$ cat config.mk
export PLATFORM = sky130hd
export DESIGN_NAME = imudr_axis
export DESIGN_NICKNAME = d
export VERILOG_FILES = /design/src/design/imudr_pkg.sv /design/src/design/imudr_axis.sv
export SDC_FILE = /design/constraint.sdc
export NUM_CORES = 2
export LEC_CHECK = 0
export BUFFER_PORTS_ARGS = -buffer_cell sky130_fd_sc_hd__clkbuf_2
export CORE_MARGIN = 5
export CORE_UTILIZATION = 59
export CTS_CLUSTER_DIAMETER = 120
export CTS_CLUSTER_SIZE = 25
export DETAILED_ROUTE_END_ITERATION = 12
export PLACE_DENSITY = 0.77
export SYNTH_ARGS = -nofsm -noshare
export SYNTH_HDL_FRONTEND = slang
export SYNTH_SLANG_ARGS = --single-unit
$ cat constraint.sdc
create_clock -name clk -period 10.48 [get_ports clk]
set_input_delay 1.048 -clock clk [delete_from_list [all_inputs] [get_ports clk]]
set_output_delay 1.048 -clock clk [all_outputs]
set_load 0.01 [all_outputs]
$ cat src/design/imudr_pkg.sv
`timescale 1ns / 1ps
// ----------------------------------------------------------------------------
// imudr_pkg
// Shared types, widths and saturation helpers for the dead-reckoning
// integrator.
// ----------------------------------------------------------------------------
package imudr_pkg;

  localparam int RAW_W       = 16;
  localparam int ELAPSED_W   = 16;
  localparam int SUM_W       = 48;
  localparam int POS_W       = 64;
  localparam int NUM_AXES    = 3;
  localparam int AXES_DEF    = 3;
  localparam int DT_BITS_DEF = 16;

  typedef struct packed {
    logic                        restart;
    logic [ELAPSED_W-1:0]        elapsed_ms;
    logic signed [RAW_W-1:0]     gyro_x;
    logic signed [RAW_W-1:0]     gyro_y;
    logic signed [RAW_W-1:0]     gyro_z;
    logic signed [RAW_W-1:0]     accel_x;
    logic signed [RAW_W-1:0]     accel_y;
    logic signed [RAW_W-1:0]     accel_z;
  } sample_t;

  typedef struct packed {
    logic signed [SUM_W-1:0]     angle_x;
    logic signed [SUM_W-1:0]     angle_y;
    logic signed [SUM_W-1:0]     angle_z;
    logic signed [SUM_W-1:0]     vel_x;
    logic signed [SUM_W-1:0]     vel_y;
    logic signed [SUM_W-1:0]     vel_z;
    logic signed [POS_W-1:0]     pos_x;
    logic signed [POS_W-1:0]     pos_y;
    logic signed [POS_W-1:0]     pos_z;
  } result_t;

  // clamp a sum one bit wider back to the angle / velocity range
  function automatic logic signed [SUM_W-1:0] sat_sum(input logic signed [SUM_W:0] v);
    logic signed [SUM_W-1:0] r;
    if (v[SUM_W] != v[SUM_W-1]) begin
      r = v[SUM_W] ? {1'b1, {(SUM_W-1){1'b0}}} : {1'b0, {(SUM_W-1){1'b1}}};
    end else begin
      r = v[SUM_W-1:0];
    end
    return r;
  endfunction

  function automatic logic signed [POS_W-1:0] sat_pos(input logic signed [POS_W:0] v);
    logic signed [POS_W-1:0] r;
    if (v[POS_W] != v[POS_W-1]) begin
      r = v[POS_W] ? {1'b1, {(POS_W-1){1'b0}}} : {1'b0, {(POS_W-1){1'b1}}};
    end else begin
      r = v[POS_W-1:0];
    end
    return r;
  endfunction

endpackage

$ cat src/design/imudr_axis.sv
`timescale 1ns / 1ps
// ----------------------------------------------------------------------------
// imudr_axis
// One axis: angle, velocity and position sums with saturating update.
// ----------------------------------------------------------------------------
module imudr_axis #(
  parameter int DT_BITS = imudr_pkg::DT_BITS_DEF
) (
  input  logic                                  clk,
  input  logic                                  rst,
  input  logic                                  step,
  input  logic                                  restart,
  input  logic [DT_BITS-1:0]                    dt,
  input  logic signed [imudr_pkg::RAW_W-1:0]    gyro,
  input  logic signed [imudr_pkg::RAW_W-1:0]    accel,
  output logic signed [imudr_pkg::SUM_W-1:0]    angle,
  output logic signed [imudr_pkg::SUM_W-1:0]    vel,
  output logic signed [imudr_pkg::POS_W-1:0]    pos
);
  import imudr_pkg::*;

  localparam int RP_W = RAW_W + DT_BITS + 1;
  localparam int VP_W = SUM_W + DT_BITS + 1;

  logic signed [DT_BITS:0]   dts;
  logic signed [RP_W-1:0]    ang_prod;
  logic signed [RP_W-1:0]    acc_prod;
  logic signed [VP_W-1:0]    vel_prod;
  logic signed [SUM_W:0]     ang_wide;
  logic signed [SUM_W:0]     vel_wide;
  logic signed [POS_W:0]     pos_wide;
  logic signed [SUM_W-1:0]   angle_next;
  logic signed [SUM_W-1:0]   vel_next;
  logic signed [POS_W-1:0]   pos_next;

  assign dts      = $signed({1'b0, dt});
  assign ang_prod = gyro * dts;
  assign acc_prod = accel * dts;
  // position uses the velocity as it stood before this word
  assign vel_prod = vel * dts;

  assign ang_wide = (SUM_W+1)'(angle) + (SUM_W+1)'(ang_prod);
  assign vel_wide = (SUM_W+1)'(vel) + (SUM_W+1)'(acc_prod);
  assign pos_wide = (POS_W+1)'(pos) + (POS_W+1)'(vel_prod);

  assign angle_next = sat_sum(ang_wide);
  assign vel_next   = sat_sum(vel_wide);
  assign pos_next   = sat_pos(pos_wide);

  always_ff @(posedge clk) begin
    if (rst) begin
      angle <= '0;
      vel   <= '0;
      pos   <= '0;
    end else if (step) begin
      if (restart) begin
        angle <= '0;
        vel   <= '0;
        pos   <= '0;
      end else begin
        angle <= angle_next;
        vel   <= vel_next;
        pos   <= pos_next;
      end
    end
  end

endmodule

==> metrics.csv <==
metric;value;unit
overall via count from detail_route;44100;
cell area after placement;0.0585;sq mm
x dimension of the die;319;microns
synth-to-layout area growth;4.69;%
Crit path required time;10.90;ns
startpoint types;input pin;
vertical extent of the die;319;microns
H-tree Lvls;4;
Total Wirelength;154000;microns
synthesized area per cell;8.53;sq um
Cell Area, Synth;0.0565;sq mm
total number of nets in the final design;8358;
clock buffer depth;2;
insertion delay to the later sink of the worst-skew pair;0.52;ns
headroom to the max-slew limit;0.0600;
TritonCTS Buffers;17;
final worst clock skew;0.0115;ns
length of the first detailed-routing pass in iterations;5;
final critical delay including setup and external delays;9.56;ns
post-synthesis cell count;6619;
run status;completed;
cell taking the most area after synthesis;fa_1;
Yosys cell types;82;
post-route setup TNS;0;ns
critical path arrival;9.98;ns
proportion of netlist area held by the largest area contributor;0.441;
Core Area;0.0950;sq mm
antenna-violating nets left;0;
Tcrit/Tclk final;0.912;
I/O Pins;212;
average vias per placed instance;5.60;
final cell utilization of the core;0.622;
top cells by area, synth;fa_1 44%, inv_1 11%, ha_1 11%;
transition time at the pin with the least slew margin;1.41;ns
floorplan row count;113;
Detail Placement HPWL;124000;microns
number of synthesized register bits;160;
class of the most critical setup path;in -> reg;
starting density of the core;0.594;
highest attainable clock frequency;0.105;GHz
post-synthesis net count;8391;
count of endpoints failing setup in the final report;0;
post-CTS setup buffers;0;
Port Buf Inserts;211;
Seq/Total Area, Yosys;0.0567;
pin count of the biggest net entering global routing;58;
TritonCTS clock tree;built;
Sink Count;160;
hold buffer count at cts;0;
number of DRC violations after detailed routing;0;
Gates resized, CTS repair;0;
clk slew on worst S/H paths;0.08;ns
final weighted congestion in routability-driven placement;0.939;
Syn. warnings;0;
fraction of synthesis flops using an asynchronous set or reset pin;0;
primary flip-flop cell chosen by synthesis mapping;dfxtp_1;
worst hold-check path type;reg -> reg;
final count of hold timing violations;0;
die outline area;0.102;sq mm
Crit Path Max Fanout;52;
endpoint type of the worst setup path;flip-flop;
max-cap violation count;0;
Avg WL per Cell;19.5;microns
via count of the first global-routing pass;48500;
leftover overflow at the end of global routing;0;
share of layout cells above drive strength 1;0.0524;
global-route usage over all layers;0.313;
global-route wire length before repair;253000;microns
root buf cell;clkbuf_16;
EDFF count, synth;0;
setup repair after global routing missed its margin;no;
max-slew violation count;0;
Finished Cell Area;0.0591;sq mm
starting DRC count in detailed routing;2737;
Fin Hold WS;0.471;ns
initial antenna violation count;15;
-- cell usage in the layout, fill, tap and decap left out, types with 21 or more instances in the layout --
master	n
nor2b_1	23
nand2_1	929
a31oi_1	58
o21a_1	27
and3_1	22
nand2b_1	26
o21ai_0	155
and2_1	553
buf_4	65
inv_1	1672
xor2_1	41
nand4_1	29
nor2_1	176
o21bai_1	24
o211ai_1	26
xnor2_1	105
ha_1	477
nor3_1	21
a21oi_1	185
nand3_1	33
fa_1	1243
dfxtp_1	160
a21o_1	132
clkbuf_2	200
-- critical path, cell delays in order --
cell,delay [ns]
buf_2,0.95
and2_1,0.30
fa_1,0.42
inv_1,0.10
fa_1,0.42
fa_1,0.54
inv_1,0.06
fa_1,0.44
fa_1,0.52
inv_1,0.05
fa_1,0.49
inv_1,0.05
ha_1,0.40
and2_1,0.18
nor4b_1,0.26
o31ai_1,0.19
and4b_1,0.24
o21ai_1,0.56
a211oi_2,0.25
o21bai_1,0.46
and3_1,0.40
or3_2,0.84
buf_4,0.35
a31oi_1,0.12
a21o_1,0.18
-- kinds of logic (layout without fill, tap and decap cells) --
family | Yosys count | count (layout) | synth area share
AO/OA/AOI/OAI | 731 | 731 | 0.0837
XOR/XNOR | 148 | 148 | 0.0231
adder cells (fa/ha/maj) | 1721 | 1721 | 0.546
buffers and inverters | 2007 | 1987 | 0.134
flip-flops | 160 | 160 | 0.0567
multiplexers | 3 | 3 | 0.000532
other | 0 | 11 | 0
AND/OR/NAND/NOR | 1849 | 1849 | 0.155
-- final cells by class --
cell class | count | area, sq um
Clock inverter | 15 | 179
Timing Repair Buffer | 282 | 1690
Clock buffer | 17 | 425
Sequential cell | 160 | 3200
Tap cell | 1265 | 1580
Fill cell | 8144 | 35900
Inverter | 1673 | 6280
Multi-Input combinational cell | 4452 | 45700
Antenna cell | 11 | 27.5
-- sequential cells by signal, indices dropped and copies added (netlist names) --
register and count:
pos 64, angle 48, vel 48
-- cells in the mapped netlist (all sizes together) (5+ instances only) --
cell,n
and2,553
a211oi,18
nor2b,23
a211o,7
fa,1243
a31oi,58
inv,1672
a41oi,5
xnor2,107
a21boi,7
nand2b,26
a21oi,185
o21ai,169
o31ai,9
dfxtp,160
o21a,27
nor2,178
ha,477
clkbuf,319
o21bai,24
and4,10
or2,7
nand2,929
nor3,21
buf,15
xor2,41
nand3,33
or3,6
and3,22
a21o,132
o211ai,30
nand4,29
-- final timing paths --
kind                         from              endpoint  slack, ns  cells after the start
max                         dt[2]  pos[55]$_SDFFE_PP0P_       0.92                     25
min          pos[26]$_SDFFE_PP0P_  pos[26]$_SDFFE_PP0P_       0.47                      2
max reg2reg  vel[10]$_SDFFE_PP0P_  pos[55]$_SDFFE_PP0P_       1.51                     24
min reg2reg  pos[26]$_SDFFE_PP0P_  pos[26]$_SDFFE_PP0P_       0.47                      2
-- per-layer routing --
metal  vias up  global-route usage  routed length, microns
li1      19500                   -                       -
met1     22500               0.380                   57800
met2      1631               0.541                   77000
met3       437              0.0472                   10100
met4         4               0.164                    8960
met5         -                   0                      27
-- metrics by stage --
| stage | cells | worst slack (ns) |
|---|---|---|
| global placement | 7832 | 0.934 |
| detailed placement | 7832 | 0.655 |
| floorplan | 6619 | 2.65 |
| finish | 7875 | 0.923 |
| global route | 7874 | 0.546 |
| CTS | 7864 | 1.23 |
Power is left out: the tool's default activity adds up to more than one toggle a clock period on the data nets, which glitch-free logic cannot reach.
